===== src/rtl/usage_counter_hash_table_macros.svh =====
// Assertion helpers used by uch_back.
`ifndef USAGE_COUNTER_HASH_TABLE_MACROS_SVH
`define USAGE_COUNTER_HASH_TABLE_MACROS_SVH

// The consequent must hold in the same cycle as the antecedent.
`define UCH_ASSERT_HOLDS(lbl, clk, rst, ante, cons, msg) \
   lbl: assert property (@(posedge clk) disable iff (rst) (ante) |-> (cons)) \
      else $error(msg);

// The consequent must hold in the cycle after the antecedent.
`define UCH_ASSERT_NEXT(lbl, clk, rst, ante, cons, msg) \
   lbl: assert property (@(posedge clk) disable iff (rst) (ante) |=> (cons)) \
      else $error(msg);

`endif


===== src/rtl/uch_pkg.sv =====
`default_nettype none
package uch_pkg;

   typedef enum logic [1:0] {
      OP_TRACK   = 2'd0,
      OP_UNTRACK = 2'd1,
      OP_RECORD  = 2'd2,
      OP_GET     = 2'd3
   } op_type;

   typedef enum logic [1:0] {
      ST_OK      = 2'd0,
      ST_MISSING = 2'd1,
      ST_FULL    = 2'd2
   } status_type;

   typedef enum logic [1:0] {
      MARK_EMPTY = 2'd0,
      MARK_LIVE  = 2'd1,
      MARK_DEAD  = 2'd2
   } mark_type;

   typedef struct packed {
      op_type      op;
      logic [63:0] record_id;
      logic [63:0] time_ms;
   } job_type;

   localparam logic [63:0] MIX_C1 = 64'hff51afd7ed558ccd;
   localparam logic [63:0] MIX_C2 = 64'hc4ceb9fe1a85ec53;
   localparam logic [31:0] COUNT_MAX = 32'hFFFFFFFF;

endpackage
`default_nettype wire


===== src/rtl/uch_front.sv =====
`default_nettype none
module uch_front #(
   parameter int SLOTS = 256,
   parameter int IW    = 8
) (
   input  wire logic             clock,
   input  wire logic             reset,
   input  wire logic             req_valid,
   output logic                  req_ready,
   input  wire uch_pkg::op_type  req_op,
   input  wire logic [63:0]      req_record_id,
   input  wire logic [63:0]      req_time_ms,
   input  wire logic             accept_en,
   input  wire logic             q_full,
   output logic                  q_push,
   output uch_pkg::job_type      q_job,
   output logic [IW-1:0]         q_home
);
   import uch_pkg::*;

   localparam int RW = IW + 8;

   typedef enum logic [3:0] {
      F_IDLE = 4'b0001,
      F_MUL  = 4'b0010,
      F_MOD  = 4'b0100,
      F_PUSH = 4'b1000
   } fstate_type;

   fstate_type    state_ff, state_in;
   job_type       job_ff, job_in;
   logic [63:0]   x_ff, x_in;
   logic [63:0]   acc_ff, acc_in;
   logic [1:0]    step_ff, step_in;
   logic          pass_ff, pass_in;
   logic [2:0]    dig_ff, dig_in;
   logic [IW-1:0] r_ff, r_in;
   logic [31:0]   ma, mb;
   logic [63:0]   prod, kc, sum;
   logic [RW-1:0] t;

   assign req_ready = (state_ff == F_IDLE) && accept_en;
   assign q_push    = (state_ff == F_PUSH) && !q_full;
   assign q_job     = job_ff;
   assign q_home    = r_ff;

   assign kc   = pass_ff ? MIX_C2 : MIX_C1;
   assign ma   = (step_ff == 2'd2) ? x_ff[63:32] : x_ff[31:0];
   assign mb   = (step_ff == 2'd1) ? kc[63:32] : kc[31:0];
   assign prod = {32'd0, ma} * {32'd0, mb};
   assign sum  = (step_ff == 2'd0) ? prod : acc_ff + {prod[31:0], 32'd0};

   always_comb begin
      t = {r_ff, x_ff[63:56]};
      for (int j = 7; j >= 0; j--) begin
         if (t >= (RW'(SLOTS) << j)) begin
            t = t - (RW'(SLOTS) << j);
         end
      end
   end

   always_comb begin
      state_in = state_ff;
      job_in   = job_ff;
      x_in     = x_ff;
      acc_in   = acc_ff;
      step_in  = step_ff;
      pass_in  = pass_ff;
      dig_in   = dig_ff;
      r_in     = r_ff;
      unique case (state_ff)
         F_IDLE: begin
            if (req_valid && req_ready) begin
               job_in   = '{op: req_op, record_id: req_record_id, time_ms: req_time_ms};
               x_in     = req_record_id ^ (req_record_id >> 33);
               step_in  = 2'd0;
               pass_in  = 1'b0;
               state_in = F_MUL;
            end
         end
         F_MUL: begin
            acc_in = sum;
            if (step_ff == 2'd2) begin
               x_in    = sum ^ (sum >> 33);
               step_in = 2'd0;
               if (!pass_ff) begin
                  pass_in = 1'b1;
               end else begin
                  dig_in   = 3'd0;
                  r_in     = '0;
                  state_in = F_MOD;
               end
            end else begin
               step_in = step_ff + 2'd1;
            end
         end
         F_MOD: begin
            r_in   = t[IW-1:0];
            x_in   = x_ff << 8;
            dig_in = dig_ff + 3'd1;
            if (dig_ff == 3'd7) begin
               state_in = F_PUSH;
            end
         end
         F_PUSH: begin
            if (!q_full) begin
               state_in = F_IDLE;
            end
         end
         default: state_in = F_IDLE;
      endcase
   end

   always_ff @(posedge clock) begin
      if (reset) begin
         state_ff <= F_IDLE;
      end else begin
         state_ff <= state_in;
      end
      job_ff  <= job_in;
      x_ff    <= x_in;
      acc_ff  <= acc_in;
      step_ff <= step_in;
      pass_ff <= pass_in;
      dig_ff  <= dig_in;
      r_ff    <= r_in;
   end

endmodule
`default_nettype wire


===== config.mk =====
export PLATFORM = sky130hd
export DESIGN_NAME = uch_front
export DESIGN_NICKNAME = d
export VERILOG_FILES = /design/src/rtl/usage_counter_hash_table_macros.svh /design/src/rtl/uch_pkg.sv /design/src/rtl/uch_front.sv
export SDC_FILE = /design/constraint.sdc
export NUM_CORES = 2
export LEC_CHECK = 0
export BUFFER_PORTS_ARGS = -buffer_cell sky130_fd_sc_hd__buf_4
export CAP_MARGIN = 20
export CORE_MARGIN = 4
export CORE_UTILIZATION = 45
export DETAILED_ROUTE_END_ITERATION = 10
export SLEW_MARGIN = 5
export SYNTH_ARGS = -nofsm -noshare
export SYNTH_HDL_FRONTEND = slang
export SYNTH_SLANG_ARGS = --single-unit

===== constraint.sdc =====
create_clock -name clock -period 12.24 [get_ports clock]
set_clock_uncertainty 0.2 [all_clocks]
set_input_delay 1.836 -clock clock [delete_from_list [all_inputs] [get_ports clock]]
set_output_delay 1.836 -clock clock [all_outputs]
set_load 0.01 [all_outputs]

==> flow_summary.toml <==
[clock_tree]
root_buffer = "clkbuf_16"
ctsResizeCount = 0
clockBufferDepth = 3
cts_tree = "built"
cts_sinks = 276
cts_setup_buffers = 0
path_clk_slew_ns = 0.07
numCtsBuffers = 25
clk_latency_ns = 0.55
htreeDepth = 1
ctsHoldBuffers = 0

[worst_setup_path]
cp_data_arrival_time_ns = 11.73
startpoint_type = "register"
critical_path_class = "register to register"
critical_path.slowest_cell = "nor4_1"
regToRegEndpoint = "x_ff[27]"
crit-reg2reg-launch = "step_ff[1]"
cp_max_fo = 23
required_ns = 12.33
crit_top_cell = "fa_1"
reg2regPathDepth = 33
endpoint_kind = "register"
rrSetupSlack_ns = 0.60
slowest_delay_ns = 0.77

[yosys]
synth_edf_count = 272
synth.top_cells.by_area = "fa_1, edfxtp_1, ha_1"
syn_inst = 4057
yosys_register_bits = 276
synthArstFlopShare = 0
synth_top_area_share = 0.407
ys_warn_count = 0
synth-seq-area-share = 0.194
syn_area_sq_um = 42400
synth_cell_types = 78
syn-num-nets = 5387
synth_flop_cell = "edfxtp_1"
yosysTopAreaCell = "fa_1"
synth.avg_cell_area_sq_um = 10.5

[worst_hold_path]
holdPathStages = 1
min_path_type = "register to register"
worstHoldStart = "state_ff[1]"
min_to = "state_ff[3]"

[timing]
tns_ns = 0
setup_viol = 0
period_share = 0.951
fmax_mhz = 85.9
rsz0062_at_grt = "false"
slew_violations = 0
max-slew-margin-rel = 0.228
tightest_slew_ns = 1.14
period_minus_slack_ns = 11.64
finalHoldViolations = 0

[route]
dr.pass1.iters = 5
drt_iter0_drc = 2982
via_per_inst = 5.40
num_vias = 30200
wl_per_cell_um = 25.4
wl_um = 142000
ant_nets = 0
drc = 0

[status]
status = "finished, final reports clean"

[grt]
use_met2 = 0.446
grt_pass1_vias = 31400
grt_max_degree = 78
overflow = 0
grt_antenna_before_repair = 2
grt_pass1_wl_um = 212000
grt_usage = 0.292
grt_util_met3 = 0.0349
grt_busiest_layer = "met2"
grtUsageMet1 = 0.438

[finish]
drive_above_1_share = 0.112
final_nets = 5646
diodes = 0
layout_common_cells = "inv_1, fa_1, buf_4, ha_1, nand2_1"
syn_to_final_growth_pct = 11.1
layout_commonest_cell = "inv_1"
fill_cells = 8628

[floorplan]
die_area_sq_um = 99300
start_util = 0.454
ios = 275
die_h_um = 315
core_sq_um = 93500
num_rows = 112
die_w_um = 315

[place]
place.port_buffers = 274
dp_hpwl_um = 125000
gp_congestion = 0.982

[flow_run]
max_cap_violations = 0
critical path: cells and delay by family (launching register included):
| kind | cells | cell delay (ns) |
|---|---|---|
| flip-flops | 1 | 0.39 |
| XOR/XNOR | 2 | 0.47 |
| adder cells (fa/ha/maj) | 11 | 5.56 |
| AO/OA/AOI/OAI | 3 | 0.60 |
| AND/OR/NAND/NOR | 7 | 2.18 |
| buffers and inverters | 10 | 1.90 |
worst max path at each step:
stage | slack (ns) | endpoint | start
global placement | 0.35 | x_ff[27] | step_ff[0]
CTS | 0.47 | x_ff[62] | step_ff[0]
floorplan | 1.83 | x_ff[30] | step_ff[0]
detailed placement | 0.55 | x_ff[27] | step_ff[0]
finish | 0.60 | x_ff[27] | step_ff[1]
global route | 0.28 | x_ff[30] | step_ff[1]
metrics by stage:
stage / instances / setup slack, ns / utilization / area [sq um] / hold WS, ns
5_1_grt: 5589 / 0.275 / 0.504 / 47100 / 0.321
3_3_place_gp: 5541 / 0.351 / 0.495 / 46200 / 0.259
3_5_place_dp: 5543 / 0.548 / 0.495 / 46300 / 0.274
4_1_cts: 5589 / 0.469 / 0.504 / 47100 / 0.286
2_1_floorplan: 4057 / 1.83 / - / 42400 / 0.234
6_report: 5589 / 0.600 / 0.504 / 47100 / 0.293
synth_stat cells (36+ instances only):
cell type and count:
edfxtp_1 272, a22oi_1 36, nor2_1 263, o21ai_0 84, fa_1 862, a21o_1 55
a21oi_1 141, nand2_1 286, inv_1 1006, mux2_2 48, clkbuf_1 99, xor2_1 54
ha_1 333, xnor2_1 102
cells by family after synthesis:
group	share of synthesized area
adders and majority gates	0.505
buffers and inverters	0.101
and+or+nand+nor	0.0767
AOI/OAI and AO/OA	0.0717
DFF	0.194
xor gates and xnor gates	0.0322
muxes	0.0191
other	0.0000883
sequential cells by signal, summed over array words and instances, names as in the netlist:
register,count
acc_ff,64
dig_ff,3
pass_ff,1
q_home,8
q_job,130
state_ff,4
step_ff,2
x_ff,64
metal layers:
layer,wire length [um],share of wire
met1,62600,0.44
met4,5380,0.038
met2,63700,0.45
met5,0,0
met3,10300,0.073
area by class of cell:
cell class | count | area (sq um) | share of cell area
Multi-Input combinational cell | 2640 | 30000 | 0.635
Sequential cell | 276 | 8250 | 0.175
Inverter | 1021 | 3840 | 0.0814
Timing Repair Buffer | 352 | 2660 | 0.0564
Tap cell | 1254 | 1570 | 0.0333
Clock buffer | 34 | 699 | 0.0148
Clock inverter | 12 | 170 | 0.00361
Power is not shown: default switching activity piles up to over one toggle a cycle in this logic, so the estimate is an artifact.
