### src/rtl/usage_counter_hash_table_macros.svh
// Assertion helpers used by uch_back.
`ifndef USAGE_COUNTER_HASH_TABLE_MACROS_SVH
`define USAGE_COUNTER_HASH_TABLE_MACROS_SVH

// The consequent must hold in the same cycle as the antecedent.
`define UCH_ASSERT_HOLDS(lbl, clk, rst, ante, cons, msg) \
   lbl: assert property (@(posedge clk) disable iff (rst) (ante) |-> (cons)) \
      else $error(msg);

// The consequent must hold in the cycle after the antecedent.
`define UCH_ASSERT_NEXT(lbl, clk, rst, ante, cons, msg) \
   lbl: assert property (@(posedge clk) disable iff (rst) (ante) |=> (cons)) \
      else $error(msg);

`endif

### src/rtl/uch_queue.sv
`default_nettype none
module uch_queue #(
   parameter int W = 8
) (
   input  wire logic         clock,
   input  wire logic         reset,
   input  wire logic         push,
   input  wire logic [W-1:0] push_data,
   output logic              full,
   input  wire logic         pop,
   output logic              valid,
   output logic [W-1:0]      pop_data
);
   logic [W-1:0] ent_ff [2];
   logic         wr_ff, rd_ff;
   logic [1:0]   cnt_ff;
   logic         do_push, do_pop;

   assign full     = (cnt_ff == 2'd2);
   assign valid    = (cnt_ff != 2'd0);
   assign pop_data = ent_ff[rd_ff];
   assign do_push  = push && !full;
   assign do_pop   = pop && valid;

   always_ff @(posedge clock) begin
      if (reset) begin
         wr_ff  <= 1'b0;
         rd_ff  <= 1'b0;
         cnt_ff <= 2'd0;
      end else begin
         if (do_push) begin
            wr_ff <= !wr_ff;
         end
         if (do_pop) begin
            rd_ff <= !rd_ff;
         end
         cnt_ff <= cnt_ff + {1'b0, do_push} - {1'b0, do_pop};
      end
      if (do_push) begin
         ent_ff[wr_ff] <= push_data;
      end
   end

endmodule
`default_nettype wire

### config.mk
export PLATFORM = sky130hd
export DESIGN_NAME = uch_queue
export DESIGN_NICKNAME = d
export VERILOG_FILES = /design/src/rtl/usage_counter_hash_table_macros.svh /design/src/rtl/uch_queue.sv
export SDC_FILE = /design/constraint.sdc
export NUM_CORES = 1
export LEC_CHECK = 0
export BUFFER_PORTS_ARGS = -buffer_cell sky130_fd_sc_hd__buf_2
export CORE_UTILIZATION = 52
export DETAILED_ROUTE_END_ITERATION = 10
export PLACE_DENSITY_LB_ADDON = 0.05
export SLEW_MARGIN = 20
export SYNTH_ARGS = -nofsm -noshare
export SYNTH_HDL_FRONTEND = slang
export SYNTH_SLANG_ARGS = --single-unit
### constraint.sdc
create_clock -name clock -period 3.75 [get_ports clock]
set_input_delay 0.75 -clock clock [delete_from_list [all_inputs] [get_ports clock]]
set_output_delay 0.75 -clock clock [all_outputs]
set_load 0.01 [all_outputs]
==> flow_summary.json, run 1 <==
{
  "total_power_uw": 596.7,
  "p_clk_share_pct": 17.7,
  "internal-power_uw": 421.8,
  "syn_nets": 65,
  "drive_gt1_share_pct": 42.67,
  "grt_pass1_wl_mm": 1.952,
  "worst_pin_slew_ns": 0.3515,
  "hp-class": "flop to flop",
  "routedWlPerCell_um": 12.71,
  "clkSlewWorstSetupHoldPaths_ns": 0.12,
  "critPathMaxStageDelay_ns": 0.55,
  "cts.sinks": 21,
  "drtAntennaViolNets": 0,
  "crit_arrival_ns": 1.37,
  "post_cts_buffers": 0,
  "p_switching_uw": 174.9,
  "vias": 457,
  "hold_violations": 0,
  "initial_utilization_pct": 58.64,
  "postCtsResizedCells": 0,
  "fmax_mhz": 472.7,
  "viasPerCell": 5.078,
  "power.leakage_nw": 0.4039,
  "status": "completed",
  "vdd_drop_max_v": 0.0004474,
  "fin_setup_tns_ns": 0,
  "rows": 13,
  "p_per_area_nw_per_um2": 623.4,
  "avgSynthCellArea_um2": 15.90,
  "die_h_um": 41.49,
  "syn_inst": 51,
  "period_share_pct": 56.41,
  "layout_commonest_cell": "buf_2",
  "clockRootBuffer": "clkbuf_4",
  "area_delta_synth_final_pct": 18.06,
  "startpoint_type": "flop",
  "pin_count": 22,
  "synth.top_cells.by_area": "edfxtp_1 (59%), dfxtp_1 (12%), mux2_1 (8.3%)",
  "syn_area_um2": 810.8,
  "layout_common_cells": "buf_2 (21), edfxtp_1 (16), mux2_1 (6)",
  "grt_start_max_net_pins": 13,
  "drt_iter0_markers": 5,
  "slowest_stage": "dfxtp_1",
  "grt_pass1_vias": 447,
  "grt_antenna_before_repair": 0,
  "hold_buffers": 0,
  "maxCapViolCount": 0,
  "synth-seq-cells": 21,
  "finClkSkew_ns": 0.007206,
  "dp_hpwl_um": 881.2,
  "drc": 0,
  "die_area_um2": 1721,
  "synth.distinct_cells": 21,
  "period_minus_slack_ns": 2.115,
  "yosysTopAreaCell": "edfxtp_1",
  "cts_tree": "built",
  "rsz0062_at_grt": "false",
  "dr.pass1.iters": 2,
  "endpoint_kind": "primary output",
  "crit_type": "flop to primary output",
  "report.final.slew_viol_count": 0,
  "seqPwrFrac_pct": 53.4,
  "chipWidth_um": 41.49,
  "cts_buffer_depth": 2,
  "diodes": 0,
  "critPathTopFamily": "flip-flops",
  "grt_usage_pct": 15.99,
  "p_comb_share_pct": 28.9,
  "cts_made_buffers": 3,
  "fill_cells": 97,
  "crit_chain": "mux2_2, buf_2",
  "final-setup-viol-count": 0,
  "ys_seq_area_share_pct": 71.60,
  "drt_wl_total_mm": 1.144,
  "crit_fanout": 8,
  "yosys.area.top_type_share_pct": 59.26,
  "gr-total-overflow": 0,
  "gp_congestion": 0.7536,
  "htree_levels": 1,
  "clk_latency_ns": 0.30,
  "crit_buf_inv": 1,
  "io_buffers": 21,
  "required_ns": 3.00,
  "synth-warning-count": 0,
  "nets": 90,
  "fp.coreArea_um2": 1383,
  "relSlewSlack_pct": 76.54,
  "swShare_pct": 29.31
}
==> state kept, by name, summed over array words and instances (netlist names), named ones only <==
name	cells
cnt_ff	2
ent_ff	16
rd_ff	1
wr_ff	1
==> power by group through the flow <==
| stage | Sequential [mW] | Combinational (mW) | Clock (mW) |
|---|---|---|---|
| detailed placement | 0.325 | 0.176 | 0 |
| CTS | 0.319 | 0.177 | 0.108 |
| global route | 0.324 | 0.193 | 0.118 |
| finish | 0.319 | 0.172 | 0.105 |
| floorplan | 0.310 | 0.131 | 0 |
| global placement | 0.324 | 0.169 | 0 |
==> final cells by class <==
class,instances,area [um^2],area share [%]
inverters,4,15.01,1.569
multi-input cells,25,210.2,21.96
repair buffers,21,105.1,10.98
well taps,15,18.77,1.961
flip-flops and latches,21,580.6,60.65
clock buffers,3,22.52,2.353
clock inverters,1,5.005,0.5229
==> path summary, 6_finish.rpt <==
path                   startpoint  cells after the start  slack, ns              endpoint
min            wr_ff$_SDFFE_PP0N_                      2       0.50    wr_ff$_SDFFE_PP0N_
min reg2reg    wr_ff$_SDFFE_PP0N_                      2       0.50    wr_ff$_SDFFE_PP0N_
max reg2reg  cnt_ff[0]$_SDFF_PP0_                      8       2.20  cnt_ff[1]$_SDFF_PP0_
max                          flop                      2       1.63           pop_data[7]
==> worst min-delay path: cells and delay by family, from the launching register on <==
kind,cells,cell delay [ns]
AOI/OAI and AO/OA,2,0.13
DFF,1,0.33
==> cell families (layout without fill, tap and decap cells) <==
family / Yosys count / count (layout) / share of synthesized area [%]
adders and majority gates: 2 / 2 / 3.086
muxes: 8 / 8 / 11.11
and+or+nand+nor: 9 / 9 / 6.174
AOI/OAI and AO/OA: 3 / 3 / 2.314
DFF: 21 / 21 / 71.61
buffers and inverters: 5 / 29 / 2.468
xor gates and xnor gates: 3 / 3 / 3.241
==> layer usage <==
| layer | global-route usage, % | part of all wire [%] | up-vias |
|---|---|---|---|
| met5 | 0 | 0 | - |
| met4 | 7.742 | 0 | 0 |
| met3 | 6.957 | 4.0 | 0 |
| met2 | 28.75 | 53 | 10 |
| met1 | 15.25 | 43 | 215 |
| li1 | - | - | 232 |
==> stage by stage <==
| step | setup WS (ns) | util (%) | std cells | area, um^2 | hold slack (ns) |
|---|---|---|---|---|---|
| after floorplan | 1.974 | - | 51 | 810.8 | 0.4515 |
| after global placement | 1.847 | 67.24 | 86 | 929.6 | 0.4821 |
| after detailed placement | 1.806 | 67.24 | 86 | 929.6 | 0.4772 |
| after CTS | 1.623 | 69.23 | 90 | 957.2 | 0.4959 |
| after global routing | 1.572 | 69.23 | 90 | 957.2 | 0.5593 |
| final | 1.635 | 69.23 | 90 | 957.2 | 0.4978 |
==> synth_stat cells <==
library cell,instances
edfxtp_1,16
mux2_1,6
dfxtp_1,5
nor2_1,3
ha_1,2
inv_1,2
mux2_2,2
xnor2_1,2
a21oi_1,1
and3_2,1
buf_2,1
clkinv_1,1
inv_2,1
nand2_1,1
nand2b_2,1
nor2b_1,1
o21a_2,1
o21ai_0,1
or2_2,1
or3_1,1
xor2_1,1
No activity file was read; power rests on OpenSTA's default activity.
==> run 2: changes to the inputs <==
--- a/config.mk
+++ b/config.mk
@@ -5,8 +5,9 @@
 export SDC_FILE = /design/constraint.sdc
 export NUM_CORES = 1
 export LEC_CHECK = 0
+export ABC_AREA = 1
 export BUFFER_PORTS_ARGS = -buffer_cell sky130_fd_sc_hd__buf_2
-export CORE_UTILIZATION = 52
+export CORE_UTILIZATION = 50
 export DETAILED_ROUTE_END_ITERATION = 10
 export PLACE_DENSITY_LB_ADDON = 0.05
 export SLEW_MARGIN = 20
==> constraint.sdc (replaced) <==
create_clock -name clock -period 1.96 [get_ports clock]
set_input_delay 0.392 -clock clock [delete_from_list [all_inputs] [get_ports clock]]
set_output_delay 0.392 -clock clock [all_outputs]
set_load 0.01 [all_outputs]
==> run 2 against run 1 <==
- the run now ends with design-rule violations left
- area after synthesis rose by 6.3%
- synthesized cell count is 24% higher
- combinational power rose by 140%
- sequential cell count is the same
- utilization is 4.0 points lower
- via count up 13%
- first-iteration DRC count grew to 2.6 times the previous value
- non-clock buffer count grew 2
- sequential share of layout area is 3.6 points lower
- total power up 110%
- critical path type unchanged
- critical endpoint is now pop_data[6]
- highest routed layer is now met4
==> flow_summary.json, run 2 <==
{
  "critPathMaxStageDelay_ns": 0.65,
  "critPathTopFamily": "flip-flops",
  "io_buffers": 21,
  "drc": 6,
  "clkSlewWorstSetupHoldPaths_ns": 0.10,
  "endpoint_kind": "primary output",
  "maxCapViolCount": 0,
  "synth_fa_ha_area_share_pct": 2.903,
  "cts_buffer_depth": 2,
  "ys.flop_type": "edfxtp_1",
  "wl_met3_um": 63,
  "regArea_um2": 580.6,
  "synth_common_cells": "edfxtp_1 (16), inv_1 (9), mux2_4 (8), nand2_1 (8), nor2_1 (8)",
  "grt_antenna_before_repair": 0,
  "fill_cells": 122,
  "layout_common_cells": "buf_2 (21), edfxtp_1 (16), inv_1 (9)",
  "synth.distinct_cells": 11,
  "grt_pass1_wl_mm": 1.849,
  "clk_latency_ns": 0.28,
  "chipWidth_um": 43.52,
  "dr.pass1.iters": 7,
  "synth_most_common_cell": "edfxtp_1",
  "crit_chain": "mux2_4, buf_2",
  "drt_wl_total_mm": 1.165,
  "nets": 104,
  "largest_register": "ent_ff",
  "place_ws_ns": 0.4271,
  "cts.sinks": 21,
  "avgSynthCellArea_um2": 13.68,
  "grt_usage_pct": 13.97,
  "synth-warning-count": 0,
  "gp_congestion": 0.8463,
  "crit_type": "flop to primary output",
  "vdd_drop_max_v": 0.0006639,
  "syn_inst": 63,
  "diodes": 0,
  "yosys.area.top_type_share_pct": 55.73,
  "finClkSkew_ns": 0.004665,
  "dp_hpwl_um": 879.6,
  "drtAntennaViolNets": 0,
  "synth-seq-cells": 21,
  "fp.coreArea_um2": 1559,
  "area_delta_synth_final_pct": 18.00,
  "grt_start_max_net_pins": 12,
  "power.leakage_nw": 0.4692,
  "r2r-start": "cnt_ff[0]$_SDFF_PP0_",
  "largest_register_ffs": 16,
  "slowest_stage": "dfxtp_1",
  "period_minus_slack_ns": 1.804,
  "reg_top3": "ent_ff: 16 flops, cnt_ff: 2 flops",
  "clockRootBuffer": "clkbuf_4",
  "hold_violations": 0,
  "ys_seq_area_share_pct": 67.34,
  "grt_pass1_vias": 478,
  "synth_xor_area_share_pct": 0,
  "rows": 14,
  "top_layer": "met4",
  "post_cts_buffers": 0,
  "hold_buffers": 0,
  "drive_gt1_share_pct": 39.33,
  "violations": "design-rule violations",
  "required_ns": 1.57,
  "fmax_mhz": 554.3,
  "yosys.area_share.simple_pct": 9.434,
  "synth_top_family_by_area": "multiplexers",
  "vias": 517,
  "die_area_um2": 1894,
  "cts_made_buffers": 3,
  "syn_nets": 77,
  "yosysTopAreaCell": "edfxtp_1",
  "fin_ws_ns": 0.1560,
  "worst_pin_slew_ns": 0.4963,
  "relSlewSlack_pct": 66.87,
  "synth_mux_area_share_pct": 13.93,
  "dr_wl_met2_um": 565,
  "routedWlPerCell_um": 11.10,
  "syn_area_um2": 862.1,
  "synth_edf_count": 16,
  "crit_buf_inv": 1,
  "worstHoldStart": "reset",
  "status": "complete, but fails checks",
  "rsz0062_at_grt": "false",
  "report.final.slew_viol_count": 0,
  "crit_fanout": 8,
  "hp-class": "primary input to flop",
  "layout_commonest_cell": "buf_2",
  "period_share_pct": 92.04,
  "gr-total-overflow": 0,
  "synth_compound_area_share_pct": 1.161,
  "cts_tree": "built",
  "postCtsResizedCells": 0,
  "viasPerCell": 4.924,
  "p_per_area_nw_per_um2": 1210,
  "htree_levels": 1,
  "fin_setup_tns_ns": 0,
  "final-setup-viol-count": 0,
  "startpoint_type": "flop",
  "wl_met1_um": 529,
  "synthArstFlopShare_pct": 0,
  "initial_utilization_pct": 55.30,
  "drt_iter0_markers": 13,
  "pin_count": 22,
  "crit_arrival_ns": 1.41,
  "die_h_um": 43.52,
  "multi_input_area_um2": 236.5,
  "synth.top_cells.by_area": "edfxtp_1 (56%), mux2_4 (14%), dfxtp_1 (12%)"
}
[run 2: changes by cell type in the layout (fill, tap and decap cells not counted), sizes merged, moves of 2 or more]
cell and change:
nand2 +7, nand3 +3, xnor2 -2, buf +2, clkinv -2, inv +6
nor2 +6
[run 2: area by class of cell]
cell class                      instances  share of cell area [%]
Sequential cell                        21                   57.07
Multi-Input combinational cell         32                   23.25
Timing Repair Buffer                   23                   11.81
Inverter                                9                   3.321
Clock buffer                            4                   2.583
Tap cell                               16                   1.968
[run 2: per-layer routing]
| metal | GRT usage [%] | up-vias |
|---|---|---|
| met5 | 0 | - |
| li1 | - | 263 |
| met3 | 4.583 | 2 |
| met2 | 23.33 | 15 |
| met1 | 16.71 | 237 |
| met4 | 5.625 | 0 |
[run 2: worst paths after layout]
| path | end | slack, ns | cells past startpoint |
|---|---|---|---|
| setup / recovery | pop_data[6] | 0.16 | 2 |
| hold / removal | cnt_ff[0]$_SDFF_PP0_ | 0.25 | 2 |
| setup reg to reg | cnt_ff[1]$_SDFF_PP0_ | 0.40 | 10 |
| hold reg to reg | rd_ff$_SDFFE_PP0P_ | 0.52 | 2 |
[run 2: cell families after synthesis]
group	Yosys count
compound gates	2
mux	8
flops	21
simple gates	20
buf+inv	10
fa+ha+maj	2
[run 2: through the flow]
stage          hold WS [ns]  util, %  std cells  power [mW]  cell area (um^2)
2_1_floorplan        0.4632        -         63      0.9259             862.1
3_3_place_gp         0.4894    63.56        101       1.040             991.0
3_5_place_dp         0.5005    63.56        101       1.055             991.0
4_1_cts              0.2415    65.25        105       1.248              1017
5_1_grt              0.2448    65.25        105       1.314              1017
6_report             0.2543    65.25        105       1.230              1017
[run 2: power breakdown]
| group | internal [mW] | switching, mW |
|---|---|---|
| registers | 0.570 | 0.0587 |
| logic | 0.207 | 0.204 |
| clock network | 0.0789 | 0.112 |
| total | 0.856 | 0.374 |
==> run 3: changes to the inputs <==
--- a/config.mk
+++ b/config.mk
@@ -7,6 +7,7 @@
 export LEC_CHECK = 0
 export ABC_AREA = 1
 export BUFFER_PORTS_ARGS = -buffer_cell sky130_fd_sc_hd__buf_2
+export CORE_MARGIN = 10
 export CORE_UTILIZATION = 50
 export DETAILED_ROUTE_END_ITERATION = 10
 export PLACE_DENSITY_LB_ADDON = 0.05
==> run 3 against run 2 <==
- the run now ends clean
- clock-buffer cell count decreased by 1
- critical endpoint is now pop_data[3]
- die area is 100% higher
- largest cell class unchanged
- final cell count is 0.95% lower
- sequential cell count is the same
- final area decreased by 0.62%
- first-iteration DRC count down 69%
- critical path type unchanged
- register-to-register slack improved by 0.05 ns
==> flow_summary.json, run 3 (same netlist as run 2, synthesis figures left out) <==
{
  "status": "completed",
  "routedWlPerCell_um": 12.66,
  "holdWs_ns": 0.2528,
  "maxCapViolCount": 0,
  "diodes": 0,
  "hp-class": "primary input to flop",
  "grt_pass1_wl_mm": 2.145,
  "fmax_mhz": 546.9,
  "pin_count": 22,
  "total_power_mw": 1.229,
  "hold_violations": 0,
  "grt_antenna_before_repair": 0,
  "grt_pass1_vias": 519,
  "finClkSkew_ns": 0.0008671,
  "grt_usage_pct": 7.689,
  "drt_iter0_markers": 4,
  "dr.pass1.iters": 2,
  "p_clk_share_pct": 15.8,
  "vdd_drop_max_v": 0.0006049,
  "p_switching_uw": 380.4,
  "nets": 103,
  "postCtsResizedCells": 0,
  "post_cts_buffers": 0,
  "cts_tree": "built",
  "clkSlewWorstSetupHoldPaths_ns": 0.11,
  "worstHoldStart": "reset",
  "holdPathStages": 2,
  "clk_latency_ns": 0.29,
  "htree_levels": 1,
  "report.final.slew_viol_count": 0,
  "crit_type": "flop to primary output",
  "regToRegSetupSlack_ns": 0.45,
  "r2r-start": "cnt_ff[0]$_SDFF_PP0_",
  "rr_worst_depth": 10,
  "drt_wl_total_mm": 1.317,
  "required_ns": 1.57,
  "final-setup-viol-count": 0,
  "largest_register": "ent_ff",
  "grt_start_max_net_pins": 13,
  "viasPerCell": 4.962,
  "hold_buffers": 0,
  "worst_pin_slew_ns": 0.5164,
  "die_area_um2": 3785,
  "cts.sinks": 21,
  "fin_setup_tns_ns": 0,
  "min_to": "cnt_ff[0]$_SDFF_PP0_",
  "die_h_um": 61.52,
  "crit_arrival_ns": 1.44,
  "fp.coreArea_um2": 1577,
  "dp_hpwl_mm": 1.024,
  "io_buffers": 21,
  "rsz0062_at_grt": "false",
  "internal-power_uw": 848.2,
  "fill_cells": 134,
  "drtAntennaViolNets": 0,
  "cts_made_buffers": 3,
  "initial_utilization_pct": 54.68,
  "seqPwrFrac_pct": 51.2,
  "p_per_area_nw_per_um2": 1215,
  "period_minus_slack_ns": 1.829,
  "largest_register_ffs": 16,
  "rows": 14,
  "drive_gt1_share_pct": 39.77,
  "relSlewSlack_pct": 65.52,
  "drc": 0,
  "area_delta_synth_final_pct": 17.27,
  "gr-total-overflow": 0,
  "r2r-end": "cnt_ff[1]$_SDFF_PP0_",
  "reg_top3": "ent_ff: 16 flops, cnt_ff: 2 flops",
  "clockRootBuffer": "clkbuf_4",
  "layout_commonest_cell": "buf_2",
  "layout_common_cells": "buf_2 (21), edfxtp_1 (16), inv_1 (9)",
  "crit_fanout": 8,
  "startpoint_type": "flop",
  "vias": 516,
  "chipWidth_um": 61.52,
  "swShare_pct": 30.96,
  "power.leakage_nw": 0.4669,
  "p_comb_share_pct": 33.0,
  "period_share_pct": 93.29,
  "endpoint_kind": "primary output",
  "cts_buffer_depth": 2,
  "gp_congestion": 0.7686
}
[run 3: worst max-delay path by stage]
stage | startpoint | endpoint | slack [ns]
floorplan | cnt_ff[0]$_SDFF_PP0_ | cnt_ff[1]$_SDFF_PP0_ | 0.57
global placement | flop | pop_data[1] | 0.46
detailed placement | flop | pop_data[1] | 0.44
CTS | flop | pop_data[1] | 0.09
global route | flop | pop_data[3] | 0.03
finish | flop | pop_data[3] | 0.13
[run 3: per-layer routing]
layer / track usage, % / vias up / routed length [um]
met1: 8.585 / 235 / 567
met4: 3.822 / 0 / 9
li1: - / 262 / -
met3: 3.292 / 2 / 131
met2: 12.30 / 17 / 608
met5: 0 / - / 0
[run 3: layout make-up]
type	instances	area [um^2]	area share, %
sequential	21	580.6	57.43
multi-input combinational	32	236.5	23.39
timing repair buffer	22	112.6	11.14
inverter	9	33.78	3.342
clock buffer	3	22.52	2.228
tap	16	20.02	1.980
clock inverter	1	5.005	0.4950
[run 3: metrics by stage]
step / cells / instance area, um^2 / setup slack (ns) / util [%]
6_report: 104 / 1011 / 0.1314 / 64.13
5_1_grt: 104 / 1011 / 0.03361 / 64.13
4_1_cts: 104 / 1011 / 0.09238 / 64.13
3_5_place_dp: 100 / 983.4 / 0.4360 / 62.38
3_3_place_gp: 100 / 983.4 / 0.4577 / 62.38
2_1_floorplan: 63 / 862.1 / 0.5722 / -
[run 3: critical path, cell delays in order (launching register included)]
cell	delay, ns
dfxtp_1	0.66
mux2_4	0.34
buf_2	0.14
[run 3: power by group through the flow]
| stage | Clock (mW) | Combinational, mW | Sequential (mW) |
|---|---|---|---|
| after global routing | 0.219 | 0.460 | 0.644 |
| final | 0.194 | 0.405 | 0.629 |
| after detailed placement | 0 | 0.414 | 0.641 |
| after floorplan | 0 | 0.318 | 0.608 |
| after global placement | 0 | 0.406 | 0.638 |
| after CTS | 0.205 | 0.415 | 0.631 |
